==> src/hw/rtl/rgb2lab_pkg.sv <==
// ----------------------------------------------------------------------------
// rgb2lab_pkg
// Shared widths, word types and CIE axis constants for the RGB to Lab converter.
// ----------------------------------------------------------------------------
package rgb2lab_pkg;

  // Default depth of each f() table
  localparam int unsigned XYZ_TABLE_SIZE_DEF = 1024;

  localparam int CH_W     = 8;   // sRGB channel byte
  localparam int LIN_W    = 17;  // linear value, Q0.16 (1.0 is reachable)
  localparam int COEF_W   = 16;  // matrix coefficient, Q0.16
  localparam int XYZ_W    = 17;  // tristimulus, Q1.16
  localparam int F_W      = 17;  // f() table entry, Q0.16
  localparam int LAB_W    = 16;  // output, 1/256 units
  localparam int NUM_AXES = 3;

  localparam int AXIS_X = 0;
  localparam int AXIS_Y = 1;
  localparam int AXIS_Z = 2;

  typedef struct packed {
    logic [CH_W-1:0] red_in;
    logic [CH_W-1:0] green_in;
    logic [CH_W-1:0] blue_in;
  } rgb_word_t;

  typedef struct packed {
    logic signed [LAB_W-1:0] lightness;
    logic signed [LAB_W-1:0] green_red_axis;
    logic signed [LAB_W-1:0] blue_yellow_axis;
  } lab_word_t;

  typedef logic [NUM_AXES-1:0][XYZ_W-1:0] xyz_vec_t;
  typedef logic [NUM_AXES-1:0][F_W-1:0]   f_vec_t;

  // Full-scale value of each axis, times 1e6
  function automatic longint unsigned axis_max(int axis);
    case (axis)
      AXIS_X:  return 64'd950470;
      AXIS_Z:  return 64'd1088830;
      default: return 64'd1000000;
    endcase
  endfunction

  // D65 white point of each axis, times 1e6
  function automatic longint unsigned axis_white(int axis);
    case (axis)
      AXIS_X:  return 64'd950456;
      AXIS_Z:  return 64'd1088754;
      default: return 64'd1000000;
    endcase
  endfunction

  // Index scale 1e6/max written as 100000/div
  function automatic longint unsigned axis_div(int axis);
    case (axis)
      AXIS_X:  return 64'd95047;
      AXIS_Z:  return 64'd108883;
      default: return 64'd100000;
    endcase
  endfunction

endpackage

==> src/hw/rtl/rgb2lab_index.sv <==
// ----------------------------------------------------------------------------
// rgb2lab_index
// Scales one XYZ value to a rounded, saturated f() table address.
// Constant division by reciprocal multiply plus one correction step.
// ----------------------------------------------------------------------------
module rgb2lab_index #(
  parameter int unsigned XYZ_TABLE_SIZE = rgb2lab_pkg::XYZ_TABLE_SIZE_DEF,
  parameter int          AXIS           = rgb2lab_pkg::AXIS_Y,
  localparam int         IDX_W          = $clog2(XYZ_TABLE_SIZE)
) (
  input  logic                           clk_i,
  input  logic                           en_i,
  input  logic [rgb2lab_pkg::XYZ_W-1:0]  xyz_i,
  output logic [IDX_W-1:0]               idx_o
);

  localparam int XYZ_W = rgb2lab_pkg::XYZ_W;

  // idx = floor(x / DIV), x = (xyz * (N-1) * 200000 + DIV * 65536) >> 17
  localparam longint unsigned DIV   = rgb2lab_pkg::axis_div(AXIS);
  localparam longint unsigned K     = 64'(XYZ_TABLE_SIZE - 1) * 64'd200000;
  localparam longint unsigned OFS   = DIV * 64'd65536;
  localparam longint unsigned X_MAX = (((64'd1 << XYZ_W) - 64'd1) * K + OFS) >> 17;
  localparam longint unsigned RECIP = (64'd1 << 47) / DIV;
  localparam int K_W  = $clog2(K + 1);
  localparam int P_W  = XYZ_W + K_W + 1;
  localparam int X_W  = $clog2(X_MAX + 1);
  localparam int R_W  = $clog2(RECIP + 1);
  localparam int M_W  = X_W + R_W;
  localparam int Q_W  = $clog2(X_MAX / DIV + 2);
  localparam int C_W  = X_W + 1;
  localparam int QS_W = Q_W + 1;

  logic [P_W-1:0]  scaled;
  logic [X_W-1:0]  x_q, x2_q;
  logic [M_W-1:0]  recip_prod;
  logic [Q_W-1:0]  q0_q;
  logic [C_W-1:0]  back_prod, rem;
  logic            carry;
  logic [QS_W-1:0] quot;

  assign scaled     = P_W'(xyz_i) * P_W'(K) + P_W'(OFS);
  assign recip_prod = M_W'(x_q) * M_W'(RECIP);

  always_ff @(posedge clk_i) begin
    if (en_i) begin
      x_q  <= X_W'(scaled >> 17);
      q0_q <= Q_W'(recip_prod >> 47);
      x2_q <= x_q;
    end
  end

  // estimate is exact or one low
  assign back_prod = C_W'(q0_q) * C_W'(DIV);
  assign rem       = C_W'(x2_q) - back_prod;
  assign carry     = (rem >= C_W'(DIV));
  assign quot      = QS_W'(q0_q) + QS_W'(carry);

  assign idx_o = (quot > QS_W'(XYZ_TABLE_SIZE - 1)) ? IDX_W'(XYZ_TABLE_SIZE - 1)
                                                    : IDX_W'(quot);

endmodule

==> config.mk <==
export PLATFORM = sky130hd
export DESIGN_NAME = rgb2lab_index
export DESIGN_NICKNAME = d
export VERILOG_FILES = /design/src/hw/rtl/rgb2lab_pkg.sv /design/src/hw/rtl/rgb2lab_index.sv
export SDC_FILE = /design/constraint.sdc
export NUM_CORES = 2
export LEC_CHECK = 0
export BUFFER_PORTS_ARGS = -buffer_cell sky130_fd_sc_hd__buf_4
export CAP_MARGIN = 10
export CORE_MARGIN = 2
export CORE_UTILIZATION = 60
export CTS_BUF_LIST = sky130_fd_sc_hd__clkbuf_8
export CTS_CLUSTER_SIZE = 10
export DETAILED_ROUTE_END_ITERATION = 10
export PLACE_DENSITY = 0.76
export SYNTH_ARGS = -nofsm -noshare
export SYNTH_HDL_FRONTEND = slang
export SYNTH_SLANG_ARGS = --single-unit
==> constraint.sdc <==
create_clock -name clk_i -period 10.05 [get_ports clk_i]
set_input_delay 0.5025 -clock clk_i [delete_from_list [all_inputs] [get_ports clk_i]]
set_output_delay 0.5025 -clock clk_i [all_outputs]
set_load 0.02 [all_outputs]
After elaboration in Yosys (flattened, before gate mapping)
Cells that the tools add are included.

Output and inout port bits: 10. Register bits: 67. Bits of input ports: 19.

Muxes and demuxes: 1. $mul: 3. Add/subtract/negate cells: 3. Order comparisons: 2.

Operators by type and width (number): 28-bit by 31-bit multiplier with 58-bit output, second input constant (1); 45-bit by 33-bit adder with 45-bit output, second input constant (1); 17-bit by 22-bit multiplier with 39-bit output, second input constant (1); 29-bit by 17-bit >= comparator with 1-bit output, second input constant (1); 28-bit by 28-bit subtractor with 29-bit output (1); 11-bit by 12-bit multiplier with 23-bit output, second input constant (1); 11-bit by 1-bit adder with 12-bit output (1); 12-bit by 10-bit > comparator with 1-bit output, second input constant (1); 10-bit 2-to-1 mux (1).

Depth between registers and ports, before layout
Depth after elaboration: 6. Depth in mapped cells: 36.

Worst setup path before layout
Ideal clock, no wire load.

Path kind: register to output. From: reg q0_q[6]. To: out idx_o[2]. Path slack: 2.134 ns. Stages on the path, launching flop included: 31. Arrival: 7.414 ns. Path buffers: 0. Data required time: 9.547 ns. Cell sequence: edfxtp_1 -> ha_1 -> fa_1 -> fa_1 -> inv_1 -> fa_1 -> inv_1 -> fa_1 -> ha_1 -> and3_1 -> a211o_1 -> a31oi_1 -> nor2b_1 -> o21ai_0 -> a21oi_1 -> xnor2_1 -> ha_1 -> a211oi_1 -> o22ai_1 -> nor4_1 -> o31ai_1 -> a211o_1 -> or4_1 -> ha_1 -> ha_1 -> nand2_1 -> nor2_1 -> nand3_1 -> xnor2_1 -> a31oi_1 -> nand2_1.

Word-level cells in the longest chain between the ends: 6.

Ends and longest elaborated chain: start, declared (RTL line rgb2lab_index.sv:37) `logic [Q_W-1:0] q0_q;`; start signal, assigned (RTL line rgb2lab_index.sv:48) `q0_q <= Q_W'(recip_prod >> 47);`; 11-bit by 12-bit multiplier with 23-bit output (RTL line rgb2lab_index.sv:54) `assign back_prod = C_W'(q0_q) * C_W'(DIV);`; 28-bit by 28-bit subtractor with 29-bit output (RTL line rgb2lab_index.sv:55) `assign rem = C_W'(x2_q) - back_prod;`; 29-bit by 17-bit >= comparator with 1-bit output (RTL line rgb2lab_index.sv:56) `assign carry = (rem >= C_W'(DIV));`; 11-bit by 1-bit adder with 12-bit output * (RTL line rgb2lab_index.sv:57) `assign quot = QS_W'(q0_q) + QS_W'(carry);`; 12-bit by 10-bit > comparator with 1-bit output (RTL line rgb2lab_index.sv:59) `assign idx_o = (quot > QS_W'(XYZ_TABLE_SIZE - 1)) ? IDX_W'(XYZ_TABLE_SIZE - 1)`; 10-bit 2-to-1 mux * (RTL line rgb2lab_index.sv:59); end, declared (RTL line rgb2lab_index.sv:14) `output logic [IDX_W-1:0] idx_o`.

Every way passes the cells marked *; elsewhere a longest branch is shown, timed or not.

Worst setup path in the final report
Ends and elaborated chain as after synthesis.

==> reports/qor.yml <==
run_status:
  status: "finished, final reports clean"
critical_path:
  path_class: "reg2out"
  cpMostUsedCell: "ha_1"
  critPathRequiredTime_ns: 9.55
  critPathSlowestCell: "a31oi_1"
  cp.arrival_ns: 8.66
  slowest_delay_ns: 0.55
  crit_fanout: 10
  crit_path_start_kind: "register"
  startpoint: "q0_q[6]"
  r2r_start: "x_q[15]"
  endpoint_kind: "output port"
die:
  core_area_mm2: 0.0410
  fp.dieW_um: 208
  rows: 74
  dieArea_mm2: 0.0434
  dieHeight_um: 208
  io_pins: 29
  start_util_pct: 61.1
cts:
  cts_tree: "built"
  cts_resized: 0
  post_cts_buffers: 0
  htree_num_levels: 3
  cts_hold_buf: 0
  clock-sinks: 62
  clk_path_buf_depth: 2
  clkLatencyLatePin_ns: 0.37
  clk_pin_slew_ns: 0.08
  numCtsBuffers: 9
  clock-root-buffer: "clkbuf_8"
sta:
  finalSetupViolations: 0
  tns_ns: 0
  finalCritPeriodShare_pct: 91.2
  finClkSkew_ns: 0.0111
  finalWorstSetupSlack_ns: 0.886
  fmax_ghz: 0.109
  hold_viol: 0
  fin_crit_ns: 9.16
  maxSlewViolCount: 0
  relSlewSlack_pct: 41.8
  worstMarginPinSlew_ns: 0.873
  rsz0062_at_grt: "false"
layout:
  instances_no_fill: 3049
  n_antenna_cell: 0
  area_growth_pct: 4.00
  design_area_mm2: 0.0260
  drive_gt1_share_pct: 3.06
  final.fill_count: 3324
  nets: 3561
routing:
  first_iter_violations: 906
  num_vias: 16900
  ant_nets: 0
  wl_per_cell_um: 18.9
  dr.pass1.iters: 5
  drt_wl_total_um: 57600
  drc: 0
  via_per_inst: 5.55
global_route:
  grt_pass1_wl_um: 95000
  grt_max_degree: 63
  grt_use_met3_pct: 3.58
  antenna_found_initial: 0
  use_met2_pct: 51.4
  grt_remaining_overflow: 0
  grt_pass1_vias: 18800
  met1_usage_pct: 33.5
  top_usage_layer: "met2"
  track_usage_pct: 28.1
synthesis:
  synth.most_common_cell: "inv_1"
  yosysTopAreaCell: "fa_1"
  synthArstFlopShare_pct: 0
  syn_inst: 2484
  synthTopCellsByArea: "fa_1 (36%), ha_1 (29%), inv_1 (11%)"
  yosys-top-cells-count: "inv_1 (734), ha_1 (584), fa_1 (446)"
  synth.avg_cell_area_um2: 10.1
  ys_seq_area_share_pct: 7.43
  yosysUniqueCellTypes: 70
  synth_edf_count: 62
  synth_flop_cell: "edfxtp_1"
  synth_warnings: 0
  synth_top_area_share_pct: 35.7
  ys_ff_latch: 62
  synth_fp_nets: 3533
  syn_area_mm2: 0.0250
hold_path:
  min_path_type: "reg2reg"
  worst_hold_startpoint: "x_q[10]"
placed_design:
  gp_congestion: 0.994
  port_buffers: 28
  dp.cells: 3033
  hpwlAfterDp_um: 51500
  dp_slack_ns: 1.38
  placed_cell_area_mm2: 0.0259
job:
  cap_violations: 0
state kept, by name, indices dropped and copies added, names as in the netlist:
register,count
q0_q,11
x2_q,23
x_q,28
per-layer routing:
metal | up-vias | routed length (um)
met5 | - | 0
met4 | 0 | 2430
met3 | 120 | 2460
met2 | 383 | 29600
met1 | 8460 | 23100
li1 | 7953 | -
kinds of logic (layout without fill, tap and decap cells):
family / Yosys count / count (layout) / synth area share, %
adder cells (fa/ha/maj): 1030 / 1030 / 64.8
AND/OR/NAND/NOR: 281 / 281 / 5.77
buffers and inverters: 746 / 779 / 11.3
flip-flops: 62 / 62 / 7.43
XOR/XNOR: 86 / 86 / 3.01
AO/OA/AOI/OAI: 273 / 273 / 7.45
multiplexers: 6 / 6 / 0.255
path summary, 6_finish.rpt:
path / to / slack [ns] / cells after the start
hold reg to reg: x2_q[10] / 0.73 / 1
hold / removal: x2_q[10] / 0.73 / 1
setup reg to reg: q0_q[10] / 2.12 / 22
setup / recovery: idx_o[2] / 0.89 / 34
cell usage in the layout, fill, tap and decap left out, types with 5 or more instances in the layout:
cell type  count
o21bai_1       6
and3_1        16
nand4_1        9
and2_1        17
nand2_1       64
xnor2_1       52
a21oi_1       69
o31ai_1        5
a21o_1        34
o21a_1        10
nor2b_1       14
ha_1         584
nand3_1       25
buf_4         29
xor2_1        34
o2111ai_1      9
inv_1        736
o211ai_1      10
nor3_1        19
a31oi_1       10
o21ai_0       53
nor2_1        57
or3_1          8
a211oi_1      15
a211o_1        5
fa_1         446
nand2b_1      20
or2_2         15
edfxtp_1      62
clkbuf_8       9
through the flow:
stage               util (%)  hold WS, ns
detailed placement      63.1        0.709
CTS                     63.5        0.715
finish                  63.5        0.727
global route            63.5        0.722
floorplan                  -        0.601
global placement        63.1        0.719
final cells by class:
cell class	count	area, um^2	share of cell area, %
clock buffers	9	124	0.476
clock inverters	7	57.6	0.221
inverters	734	2760	10.6
multi-input cells	1676	20400	78.2
flip-flops and latches	62	1860	7.15
well taps	532	666	2.56
repair buffers	29	218	0.836
critical path: cells and delay by family (launching register included):
| family | cells | cell delay [ns] |
|---|---|---|
| multiplexers | 1 | 0.29 |
| AO/OA/AOI/OAI | 11 | 2.11 |
| buffers and inverters | 3 | 0.31 |
| adder cells (fa/ha/maj) | 9 | 3.57 |
| XOR/XNOR | 1 | 0.07 |
| flip-flops | 1 | 0.52 |
| AND/OR/NAND/NOR | 9 | 1.41 |
Power is not shown: default switching activity piles up to over one toggle a cycle in this logic, so the estimate is an artifact.
